`src/hdl/dtmg_pkg.sv`:
```
package dtmg_pkg;

	// Notes per channel store and the width of a note index
	localparam int MAX_NOTES  = 32;
	localparam int NOTE_IDX_W = $clog2(MAX_NOTES);

	// Request command codes
	typedef enum logic [2:0] {
		CMD_TICK     = 3'd0,
		CMD_TONE_ON  = 3'd1,
		CMD_TONE_OFF = 3'd2,
		CMD_START    = 3'd3,
		CMD_STOP     = 3'd4,
		CMD_WRITE    = 3'd5
	} dtmg_cmd_t;

	// Per-channel strobes decoded from one accepted request
	typedef struct packed {
		logic tick;
		logic tone_on;
		logic tone_off;
		logic start;
		logic stop;
		logic write;
	} dtmg_ctl_t;

	// Per-channel status toward the result
	typedef struct packed {
		logic pin;
		logic playing;
		logic enabled;
	} dtmg_stat_t;

	// Note store entry: period high, duration low
	typedef struct packed {
		logic [15:0] period;
		logic [15:0] duration;
	} dtmg_note_t;

endpackage

```
`src/hdl/dual_tone_melody_generator.sv`:
```
// Latency: a request's result is presented the cycle after it is accepted.
// Throughput: one request per cycle while res_ready is high; the result register frees as it is taken,
// so a new request is accepted in the same cycle the previous result leaves.
// Reset (arst_n low, asynchronous): all counters, pins and flags clear;
// note stores are not cleared and read undefined until written.
module dual_tone_melody_generator (
	input  logic        clk,
	input  logic        arst_n,
	input  logic        req_valid,
	output logic        req_ready,
	input  logic [2:0]  command,
	input  logic        channel,
	input  logic [15:0] half_period,
	input  logic [5:0]  note_count,
	input  logic        repeat_req,
	input  logic [4:0]  note_index,
	input  logic [15:0] note_period,
	input  logic [15:0] note_duration,
	output logic        res_valid,
	input  logic        res_ready,
	output logic        first_pin,
	output logic        second_pin,
	output logic        first_melody_playing,
	output logic        second_melody_playing,
	output logic        first_enabled,
	output logic        second_enabled
);
	import dtmg_pkg::*;

	logic                  accept;
	logic                  res_valid_q;
	dtmg_ctl_t             dec;
	dtmg_ctl_t             ctl0, ctl1;
	dtmg_stat_t            stat0, stat1;
	logic [NOTE_IDX_W-1:0] last_sel, write_idx;
	dtmg_note_t            write_note;

	assign req_ready = !res_valid_q || res_ready;
	assign accept    = req_valid && req_ready;
	assign res_valid = res_valid_q;

	// Result valid register
	always_ff @(posedge clk or negedge arst_n) begin
		if (!arst_n) begin
			res_valid_q <= 1'b0;
		end else if (accept) begin
			res_valid_q <= 1'b1;
		end else if (res_ready) begin
			res_valid_q <= 1'b0;
		end
	end

	// Command decode
	always_comb begin
		dec = '0;
		unique case (dtmg_cmd_t'(command))
			CMD_TICK:     dec.tick     = stat0.enabled || stat1.enabled;
			CMD_TONE_ON:  dec.tone_on  = 1'b1;
			CMD_TONE_OFF: dec.tone_off = 1'b1;
			CMD_START:    dec.start    = 1'b1;
			CMD_STOP:     dec.stop     = 1'b1;
			CMD_WRITE:    dec.write    = int'(note_index) < MAX_NOTES;
			default:      dec = '0;
		endcase
	end

	// Steer to the addressed channel; ticks go to both
	always_comb begin
		ctl0      = '0;
		ctl1      = '0;
		ctl0.tick = accept && dec.tick;
		ctl1.tick = accept && dec.tick;
		if (accept && !channel) begin
			ctl0.tone_on  = dec.tone_on;
			ctl0.tone_off = dec.tone_off;
			ctl0.start    = dec.start;
			ctl0.stop     = dec.stop;
			ctl0.write    = dec.write;
		end
		if (accept && channel) begin
			ctl1.tone_on  = dec.tone_on;
			ctl1.tone_off = dec.tone_off;
			ctl1.start    = dec.start;
			ctl1.stop     = dec.stop;
			ctl1.write    = dec.write;
		end
	end

	// Last note index, count saturated to 1..MAX_NOTES
	always_comb begin
		if (note_count == '0)
			last_sel = '0;
		else if (int'(note_count) > MAX_NOTES)
			last_sel = NOTE_IDX_W'(MAX_NOTES - 1);
		else
			last_sel = NOTE_IDX_W'(note_count - 6'd1);
	end

	assign write_idx           = NOTE_IDX_W'(note_index);
	assign write_note.period   = note_period;
	assign write_note.duration = note_duration;

	dtmg_channel u_ch0 (
		.clk        (clk),
		.arst_n     (arst_n),
		.ctl        (ctl0),
		.half_period(half_period),
		.last_sel   (last_sel),
		.repeat_req (repeat_req),
		.write_idx  (write_idx),
		.write_note (write_note),
		.stat       (stat0)
	);

	dtmg_channel u_ch1 (
		.clk        (clk),
		.arst_n     (arst_n),
		.ctl        (ctl1),
		.half_period(half_period),
		.last_sel   (last_sel),
		.repeat_req (repeat_req),
		.write_idx  (write_idx),
		.write_note (write_note),
		.stat       (stat1)
	);

	assign first_pin             = stat0.pin;
	assign second_pin            = stat1.pin;
	assign first_melody_playing  = stat0.playing;
	assign second_melody_playing = stat1.playing;
	assign first_enabled         = stat0.enabled;
	assign second_enabled        = stat1.enabled;

endmodule

```
`src/hdl/dtmg_channel.sv`:
```
module dtmg_channel (
	input  logic                               clk,
	input  logic                               arst_n,
	input  dtmg_pkg::dtmg_ctl_t                ctl,
	input  logic [15:0]                        half_period,
	input  logic [dtmg_pkg::NOTE_IDX_W-1:0]    last_sel,
	input  logic                               repeat_req,
	input  logic [dtmg_pkg::NOTE_IDX_W-1:0]    write_idx,
	input  dtmg_pkg::dtmg_note_t               write_note,
	output dtmg_pkg::dtmg_stat_t               stat
);
	import dtmg_pkg::*;

	// Control state
	logic [15:0]           tone_count_q, tone_border_q, dur_count_q;
	logic                  enabled_q, pin_q, active_q, repeat_q;
	logic [NOTE_IDX_W-1:0] cur_q, last_q;

	// Note store and cached entries: current duration, next note, note 0
	dtmg_note_t            notes_q [MAX_NOTES];
	logic [15:0]           cur_dur_q;
	dtmg_note_t            nxt_q;
	dtmg_note_t            note0_q;

	logic [15:0]           n_tone_count, n_tone_border, n_dur_count;
	logic                  n_enabled, n_pin, n_active, n_repeat;
	logic [NOTE_IDX_W-1:0] n_cur, n_last;
	logic [NOTE_IDX_W-1:0] nxt_idx, after_idx, rd_idx;
	logic [15:0]           tc_inc, dc_inc;
	logic                  advance;
	dtmg_note_t            rd_note;

	// Note after the current one, and the one after that
	assign nxt_idx   = (cur_q < last_q) ? cur_q + NOTE_IDX_W'(1) : '0;
	assign after_idx = (nxt_idx < last_q) ? nxt_idx + NOTE_IDX_W'(1) : '0;
	assign rd_idx    = ctl.start ? NOTE_IDX_W'(1) : after_idx;
	assign rd_note   = notes_q[rd_idx];

	assign tc_inc = tone_count_q + 16'd1;
	assign dc_inc = dur_count_q + 16'd1;

	// Next state for one request
	always_comb begin
		n_tone_count  = tone_count_q;
		n_tone_border = tone_border_q;
		n_dur_count   = dur_count_q;
		n_enabled     = enabled_q;
		n_pin         = pin_q;
		n_active      = active_q;
		n_repeat      = repeat_q;
		n_cur         = cur_q;
		n_last        = last_q;
		advance       = 1'b0;
		if (ctl.tick) begin
			n_tone_count = tc_inc;
			n_dur_count  = dc_inc;
			if (active_q && dc_inc >= cur_dur_q) begin
				advance       = 1'b1;
				n_dur_count   = '0;
				n_cur         = nxt_idx;
				n_tone_border = nxt_q.period;
				n_pin         = 1'b0;
				if (!repeat_q && nxt_idx == '0) begin
					n_active  = 1'b0;
					n_enabled = 1'b0;
				end
			end
			if (n_enabled && n_tone_count >= n_tone_border) begin
				n_tone_count = '0;
				n_pin        = ~n_pin;
			end
		end
		if (ctl.tone_on) begin
			n_enabled     = 1'b1;
			n_tone_border = half_period;
		end
		if (ctl.tone_off) begin
			n_enabled = 1'b0;
		end
		if (ctl.start) begin
			n_enabled     = 1'b1;
			n_active      = 1'b1;
			n_repeat      = repeat_req;
			n_cur         = '0;
			n_last        = last_sel;
			n_dur_count   = '0;
			n_tone_border = note0_q.period;
			n_pin         = 1'b0;
		end
		if (ctl.stop) begin
			n_active  = 1'b0;
			n_enabled = 1'b0;
		end
	end

	// Control registers
	always_ff @(posedge clk or negedge arst_n) begin
		if (!arst_n) begin
			tone_count_q  <= '0;
			tone_border_q <= '0;
			dur_count_q   <= '0;
			enabled_q     <= 1'b0;
			pin_q         <= 1'b0;
			active_q      <= 1'b0;
			repeat_q      <= 1'b0;
			cur_q         <= '0;
			last_q        <= '0;
		end else begin
			tone_count_q  <= n_tone_count;
			tone_border_q <= n_tone_border;
			dur_count_q   <= n_dur_count;
			enabled_q     <= n_enabled;
			pin_q         <= n_pin;
			active_q      <= n_active;
			repeat_q      <= n_repeat;
			cur_q         <= n_cur;
			last_q        <= n_last;
		end
	end

	// Note store and caches; writes keep the caches coherent
	always_ff @(posedge clk) begin
		if (advance) begin
			cur_dur_q <= nxt_q.duration;
			nxt_q     <= rd_note;
		end
		if (ctl.start) begin
			cur_dur_q <= note0_q.duration;
			nxt_q     <= (last_sel == '0) ? note0_q : rd_note;
		end
		if (ctl.write) begin
			notes_q[write_idx] <= write_note;
			if (write_idx == cur_q)
				cur_dur_q <= write_note.duration;
			if (write_idx == nxt_idx)
				nxt_q <= write_note;
			if (write_idx == '0)
				note0_q <= write_note;
		end
	end

	assign stat.pin     = pin_q;
	assign stat.playing = active_q;
	assign stat.enabled = enabled_q;

`ifndef NO_ASSERTIONS
	a_start: assert property (@(posedge clk) disable iff (!arst_n)
		ctl.start |=> active_q && enabled_q && !pin_q && cur_q == '0)
		else $error("melody start did not set up the channel");
	a_stop: assert property (@(posedge clk) disable iff (!arst_n)
		ctl.stop |=> !active_q && !enabled_q)
		else $error("melody stop left the channel running");
	a_note_range: assert property (@(posedge clk) disable iff (!arst_n)
		active_q |-> cur_q <= last_q)
		else $error("current note beyond last note");
	a_note_hold: assert property (@(posedge clk) disable iff (!arst_n)
		!ctl.tick && !ctl.start |=> $stable(cur_q))
		else $error("current note moved without tick or start");
`endif

endmodule
```
`config.mk`:
```
export PLATFORM = sky130hd
export DESIGN_NAME = dual_tone_melody_generator
export DESIGN_NICKNAME = d
export VERILOG_FILES = /design/src/hdl/dtmg_pkg.sv /design/src/hdl/dual_tone_melody_generator.sv /design/src/hdl/dtmg_channel.sv
export SDC_FILE = /design/constraint.sdc
export NUM_CORES = 2
export LEC_CHECK = 0
export BUFFER_PORTS_ARGS = -buffer_cell sky130_fd_sc_hd__buf_2
export CORE_MARGIN = 2
export CORE_UTILIZATION = 40
export CTS_CLUSTER_DIAMETER = 120
export DETAILED_ROUTE_END_ITERATION = 8
export HOLD_SLACK_MARGIN = 0.06
export MAX_ROUTING_LAYER = met4
export PLACE_DENSITY = 0.56
export SYNTH_ARGS = -nofsm -noshare
export SYNTH_HDL_FRONTEND = slang
export SYNTH_SLANG_ARGS = --single-unit
```
`constraint.sdc`:
```
create_clock -name clk -period 10.6 [get_ports clk]
set_input_delay 0 -clock clk [delete_from_list [all_inputs] [get_ports clk]]
set_output_delay 0 -clock clk [all_outputs]
set_load 0.05 [all_outputs]
```
# Word level (Yosys, flattened, before mapping)
# Memory sizes are Yosys's and may differ from the RTL's.
# Cells that the tools add are included.
[word_totals]
register_bits = 285
inputBits = 68
n_memories = 2
ramBits = 2048
[memory_table]
columns = ["name", "words", "width", "rd", "rd_ports_with_merged_regs", "wr", "line_no", "text"]
rows = [
  ["u_ch0.notes_q", 32, 32, 1, 0, 1, "dtmg_channel.sv:20", "dtmg_note_t notes_q [MAX_NOTES];"],
  ["u_ch1.notes_q", 32, 32, 1, 0, 1, "dtmg_channel.sv:20", ""],
]
[op_classes]
n_lt_le_gt_ge = 9
n_addsub = 9
bitwise = 2
mux = 104
reduce_logical = 43
eq_ne = 9
[op_table]
columns = ["operator", "count"]
rows = [
  ["$mux W16", 26],
  ["$mux W32", 10],
  ["$mux W5", 16],
  ["$add A16 B1 Y16 const B", 4],
  ["$ge A16 B16 Y1", 4],
  ["$mux W1", 52],
  ["$reduce_bool A3 Y1", 8],
  ["$add A5 B1 Y5 const B", 4],
  ["$eq A5 B5 Y1", 4],
  ["$logic_not A5 Y1", 4],
  ["$lt A5 B5 Y1", 4],
  ["$logic_and A1 B1 Y1", 10],
  ["$reduce_bool A2 Y1", 5],
  ["$reduce_bool A5 Y1", 2],
  ["$reduce_and A2 Y1", 4],
  ["$eq A3 B2 Y1 const B", 2],
  ["$eq A3 B3 Y1 const B", 2],
  ["$gt A6 B6 Y1 const B", 1],
  ["$logic_not A6 Y1", 1],
  ["$reduce_and A3 Y1", 2],
  ["$sub A5 B1 Y5 const B", 1],
  ["$logic_not A1 Y1", 4],
  ["$eq A3 B1 Y1 const B", 1],
  ["$logic_not A3 Y1", 1],
  ["2 further kinds", 4],
]

# Depth between registers and ports, before layout
[logic_depth]
ltp_word = 12
ltp_mapped = 27
ltp_nobuf = 25

# Cells and area by module
# A second synthesis with hierarchy kept.
[unflattened]
hier_cells = 5846
hier_area_um2 = 94628.3
[by_module_without_submodules]
columns = ["module", "area_each_um2", "instances", "cells_per_inst", "seq_area_each_um2"]
rows = [
  ["dtmg_channel at u_ch0", 47284.1, 1, 2982, 34222.8],
  ["dtmg_channel at u_ch1", 47038.9, 1, 2821, 34222.8],
  ["dual_tone_melody_generator", 305.3, 1, 43, 25.0],
]

# Worst setup path after synthesis
# No wires, ideal clock.
[synth_timing]
path_type = "register -> register"
from = "register u_ch1.dur_count_q[0]"
to = "register u_ch1.tone_count_q[5]"
setup_slack_ns = 5.183
required_ns = 10.490
arrival_time_ns = 5.307
path_buffers = 3
setup_ns = 0.110
stages_incl_launch_ff = 25
path_cell_list = "dfrtp_1 > ha_1 > and3_1 > and3_1 > and3_1 > and3_1 > clkbuf_1 > and3_1 > xor2_1 > ha_1 > nand4_1 > nor3_1 > a311o_1 > buf_1 > clkbuf_1 > mux2i_1 > ha_1 > a21o_1 > a21o_1 > a21oi_1 > o31ai_1 > a31oi_1 > a211oi_2 > nand2b_1 > o41ai_1"
[synth_between]
elab_chain_len = 8
elab_cells_between_ends = 10
classes_between = "add/sub: 1; order compare: 2; mux: 5; reduce/logical: 2"
[synth_lines]
columns = ["item", "line_no", "text"]
rows = [
  ["from (decl)", "dtmg_channel.sv:15", "logic [15:0] tone_count_q, tone_border_q, dur_count_q;"],
  ["from (signal assigned)", "dtmg_channel.sv:111", "dur_count_q <= n_dur_count;"],
  ["$add A16 B1 Y16 (*)", "dtmg_channel.sv:40", "assign dc_inc = dur_count_q + 16'd1;"],
  ["$ge A16 B16 Y1 (*)", "dtmg_channel.sv:57", "if (active_q && dc_inc >= cur_dur_q) begin"],
  ["$logic_and A1 B1 Y1 (*)", "dtmg_channel.sv:57", ""],
  ["$mux W16", "dtmg_channel.sv:57", ""],
  ["$mux W16", "dtmg_channel.sv:54", "if (ctl.tick) begin"],
  ["$ge A16 B16 Y1", "dtmg_channel.sv:68", "if (n_enabled && n_tone_count >= n_tone_border) begin"],
  ["$logic_and A1 B1 Y1 (*)", "dtmg_channel.sv:68", ""],
  ["$mux W16 (*)", "dtmg_channel.sv:68", ""],
  ["to (signal assigned)", "dtmg_channel.sv:109", "tone_count_q <= n_tone_count;"],
  ["to (decl)", "dtmg_channel.sv:15", ""],
]
# Every way passes the cells marked *; elsewhere a longest branch is shown, timed or not. The select of a mux whose other input is x is not followed.
# A chain may end at the register's enable or synchronous reset.

# Worst setup path in the final report
[layout_timing]
from = "register u_ch0.cur_q[2]"
to = "register u_ch0.nxt_q[28] (netlist name)"
[layout_between]
elab_chain_len = 10
elab_cells_between_ends = 14
classes_between = "add/sub: 2; order compare: 2; eq/ne: 1; mux: 8; memory: 1"
[layout_lines]
columns = ["item", "line_no", "text"]
rows = [
  ["from (decl)", "dtmg_channel.sv:17", "logic [NOTE_IDX_W-1:0] cur_q, last_q;"],
  ["from (signal assigned)", "dtmg_channel.sv:116", "cur_q <= n_cur;"],
  ["$add A5 B1 Y5 / $lt A5 B5 Y1 (equally long branches)", "dtmg_channel.sv:34", "assign nxt_idx = (cur_q < last_q) ? cur_q + NOTE_IDX_W'(1) : '0;"],
  ["$mux W5 (*)", "dtmg_channel.sv:34", ""],
  ["$add A5 B1 Y5 / $lt A5 B5 Y1 (equally long branches)", "dtmg_channel.sv:35", "assign after_idx = (nxt_idx < last_q) ? nxt_idx + NOTE_IDX_W'(1) : '0;"],
  ["$mux W5", "dtmg_channel.sv:35", ""],
  ["$mux W5", "dtmg_channel.sv:36", "assign rd_idx = ctl.start ? NOTE_IDX_W'(1) : after_idx;"],
  ["$mem_v2 Z32 W32", "--", ""],
  ["$mux W32 (on tied branches)", "dtmg_channel.sv:123, dtmg_channel.sv:129", ""],
  ["$mux W32", "dtmg_channel.sv:127", "if (ctl.start) begin"],
  ["$mux W32", "dtmg_channel.sv:135", "if (write_idx == nxt_idx)"],
  ["$mux W32 (*)", "dtmg_channel.sv:131", "if (ctl.write) begin"],
  ["to (signal assigned)", "dtmg_channel.sv:125", "nxt_q <= rd_note;"],
  ["to (signal assigned)", "dtmg_channel.sv:129", "nxt_q <= (last_sel == '0) ? note0_q : rd_note;"],
  ["to (signal assigned)", "dtmg_channel.sv:136", "nxt_q <= write_note;"],
  ["to (decl)", "dtmg_channel.sv:22", "dtmg_note_t nxt_q;"],
]
# Every way passes the cells marked *; elsewhere a longest branch is shown, timed or not.

==> results_dict.tcl <==
set metrics [dict create \
    grt_pass1_wl_um 421000 \
    place_ws_ps 4359 \
    finalMaxSlewViolations 0 \
    synthAdderAreaFrac_pct 1.220 \
    grt.total_usage_pct 24.37 \
    critPathBufInv 3 \
    ys_async_sr_fraction_pct 5.358 \
    hold_class "primary input to register" \
    ys_seq_area_share_pct 71.94 \
    holdPathEnd "res_valid" \
    insertion_delay_ps 870 \
    numCtsBuffers 224 \
    hold_ws_ps 115.3 \
    yosys_warnings 0 \
    hold_viol 0 \
    vias_per_cell 5.771 \
    finalSetupViolCount 0 \
    critPathKind "register to register" \
    r2r-end "u_ch0.nxt_q[28]" \
    netlist_area_um2 95180 \
    p_total_mw 21.59 \
    r2r_setup_slack_ps 4190 \
    wirelength_um 292900 \
    rows 179 \
    coreArea_um2 237200 \
    tightestPinTransition_ps 1356 \
    hpwl_um 151200 \
    finalWorstSetupSlack_ps 4192 \
    gp_congestion 0.8836 \
    yosys.area_share.xor_xnor_pct 0.8768 \
    p_leak_nw 37.89 \
    synth-main-ff-cell "edfxtp_1" \
    r2r-start "u_ch0.cur_q[2]" \
    routed.top_layer "met4" \
    portBuffers 75 \
    cts-htree-levels 4 \
    slowest_stage "buf_4" \
    wirelength_met1_um 127700 \
    cts.sinks 2333 \
    postSynthAreaPerCell_um2 12.86 \
    relSlewSlack_pct 8.937 \
    antenna_left 0 \
    antenna_found_initial 19 \
    drive_gt1_share_pct 8.655 \
    outcome "finished clean" \
    fin_skew_ps 30.70 \
    cap_violations 0 \
    synth.distinct_cells 77 \
    grt_pass1_vias 59710 \
    critPathTopFamily "compound AO/OA/AOI/OAI gates" \
    crit_required_ps 11400 \
    initial_core_util_pct 40.13 \
    synth_compound_area_share_pct 7.345 \
    wl_met2_um 132200 \
    arrival_ps 7200 \
    hold_depth 3 \
    wl_per_cell_um 26.93 \
    vdd.ir_drop.worst_mv 0.2420 \
    min_from "req_valid" \
    layout.nets 7666 \
    drc 0 \
    yosys.area_share.simple_pct 13.71 \
    critPathMaxStageDelay_ps 870 \
    cts.repair.resized 0 \
    max_freq_mhz 156.0 \
    cp_cell_sequence "ha_1, a21o_1, a31oi_1, o21a_1, nand2_1, inv_1, ha_1, nand2_1, o21ai_0, nor2_1, nand3_4, buf_12, buf_4, nand2_1, a32oi_1, a31oi_1, a21oi_1, o2bb2ai_1" \
    ios 76 \
    die_w_um 491.8 \
    cts_tree "done" \
    synthCells 7402 \
    fin_crit_sh_pct 60.46 \
    fin_setup_tns_ps 0 \
    first_pass_iters 8 \
    first_iter_violations 8106 \
    vias 62751 \
    grt_overflow 0 \
    synth_mux_area_share_pct 2.581 \
    fin_area_um2 107800 \
    root_buffer "clkbuf_16" \
    dieArea_um2 241900 \
    fp.dieH_um 491.8 \
    crit_path_frequent_cell "nand2_1" \
    synth_edf_count 2112 \
    synth_top_family_by_area "simple AND/OR/NAND/NOR gates" \
    rsz0062_at_grt "false" \
    dr_wl_met3_um 24900 \
    crit_path_start_kind "register" \
    area_delta_synth_final_pct 13.30 \
    crit_path_max_fanout 172 \
    clk_path_buf_depth 3 \
    crit_path_end_kind "register" \
    placed_area_um2 99670 \
    grt_max_degree 186 \
    powerDensity_nw_per_um2 200.2 \
    worstRegToRegCells 18 \
    path_clk_slew_ps 60 \
    post-route-min-period_ps 6408 \
    ys_seq_elements 2333 \
    syn-num-nets 7562 \
]
[power breakdown]
group | total (mW) | switching (mW) | internal (mW)
Combinational | 3.33 | 2.31 | 1.03
Sequential | 10.4 | 0.188 | 10.2
Clock | 7.83 | 3.44 | 4.39
[logic make-up (layout without fill, tap and decap cells)]
family          after synthesis  count (layout)
compound gates             1020            1020
xor+xnor                     91              91
flops                      2333            2333
buf+inv                     528             821
other cells                   0              12
fa+ha+maj                    93              93
simple gates               3092            3092
mux                         245             245
[per-stage QoR]
stage,instances,utilization (%)
after floorplan,7402,-
after global placement,10347,42.02
after detailed placement,10347,42.02
after CTS,10862,45.45
after global routing,10869,45.46
final,10874,45.47
[repair_timing]
item                      4_1_cts  5_1_grt
hold buffers                  100        0
hold endpoints to repair     2422        0
setup buffers                   0        0
[placed cells by master, fill, tap and decap left out, types with 36 or more instances in the layout]
cell and n:
nand4_1 36, ha_1 92, clkinv_1 42, nand3_1 785, xnor2_1 49, buf_4 153
dfxtp_1 96, nor2_4 69, nor3_1 65, edfxtp_1 2112, clkbuf_1 60, buf_2 72
inv_1 64, clkbuf_16 229, a31oi_1 193, nor2_1 275, a32oi_1 147, a21oi_1 172
dlygate4sd3_1 99, mux2i_1 242, o2111ai_1 49, o21ai_0 160, o22ai_1 36, clkinv_2 37
dfrtp_1 125, nand2_1 1761, xor2_1 40
[cell type report]
| cell class | count | area (um^2) |
|---|---|---|
| Clock inverter | 101 | 823.3 |
| Sequential cell | 2333 | 68470 |
| Tap cell | 3167 | 3963 |
| Inverter | 66 | 252.7 |
| Timing Repair Buffer | 340 | 2819 |
| Multi-Input combinational cell | 4541 | 25180 |
| Antenna cell | 12 | 30.03 |
| Clock buffer | 314 | 6300 |
| Fill cell | 20938 | 129300 |
[Yosys cell counts (36+ instances only)]
master,count,area share (%)
nand3_1,786,4.1
o2111ai_1,49,0.45
ha_1,92,1.2
a21oi_1,174,0.91
dfrtp_1,125,3.3
buf_2,134,0.70
nand2_1,1762,6.9
inv_1,64,0.25
nor2_1,347,1.4
clkbuf_1,296,1.2
nor3_1,69,0.36
mux2i_1,242,2.5
o21ai_0,162,0.85
a31oi_1,193,1.3
xnor2_1,49,0.45
xor2_1,40,0.37
o22ai_1,36,0.24
edfxtp_1,2112,67
a32oi_1,147,1.4
dfxtp_1,96,2.0
nand4_1,36,0.24
[how the worst max path moves through the flow]
stage / startpoint / end / depth (start not counted) / slack, ps
2_1_floorplan: u_ch1.dur_count_q[0] / u_ch1.tone_count_q[5] / 24 / 5180
3_3_place_gp: u_ch0.cur_q[2] / u_ch0.nxt_q[28] / 18 / 4400
3_5_place_dp: u_ch0.cur_q[2] / u_ch0.nxt_q[28] / 18 / 4360
4_1_cts: u_ch0.cur_q[2] / u_ch0.nxt_q[28] / 18 / 4340
5_1_grt: u_ch0.cur_q[2] / u_ch0.nxt_q[28] / 18 / 3830
6_report: u_ch0.cur_q[2] / u_ch0.nxt_q[28] / 18 / 4190
[metal layers]
layer / global-route usage (%) / up-vias
met5: - / -
met4: 6.818 / 0
met3: 3.487 / 469
met2: 36.48 / 2889
met1: 34.73 / 31708
li1: - / 27685
[registers in the layout, summed over array words and instances, names as in the netlist, 16 cells and up]
register	flops
u_ch1.tone_count_q	16
u_ch0.nxt_q	32
u_ch0.dur_count_q	16
u_ch1.tone_border_q	16
u_ch1.nxt_q	32
u_ch1.notes_q	1024
u_ch0.tone_count_q	16
u_ch1.cur_dur_q	16
u_ch1.dur_count_q	16
u_ch0.note0_q	32
u_ch1.note0_q	32
u_ch0.notes_q	1024
u_ch0.tone_border_q	16
u_ch0.cur_dur_q	16
[worst min-delay path: cells and delay by family]
| family | cells | cell delay (ps) |
|---|---|---|
| simple gates | 1 | 180 |
| buf+inv | 2 | 740 |
Note: power is estimated with default switching activity, not from simulation.
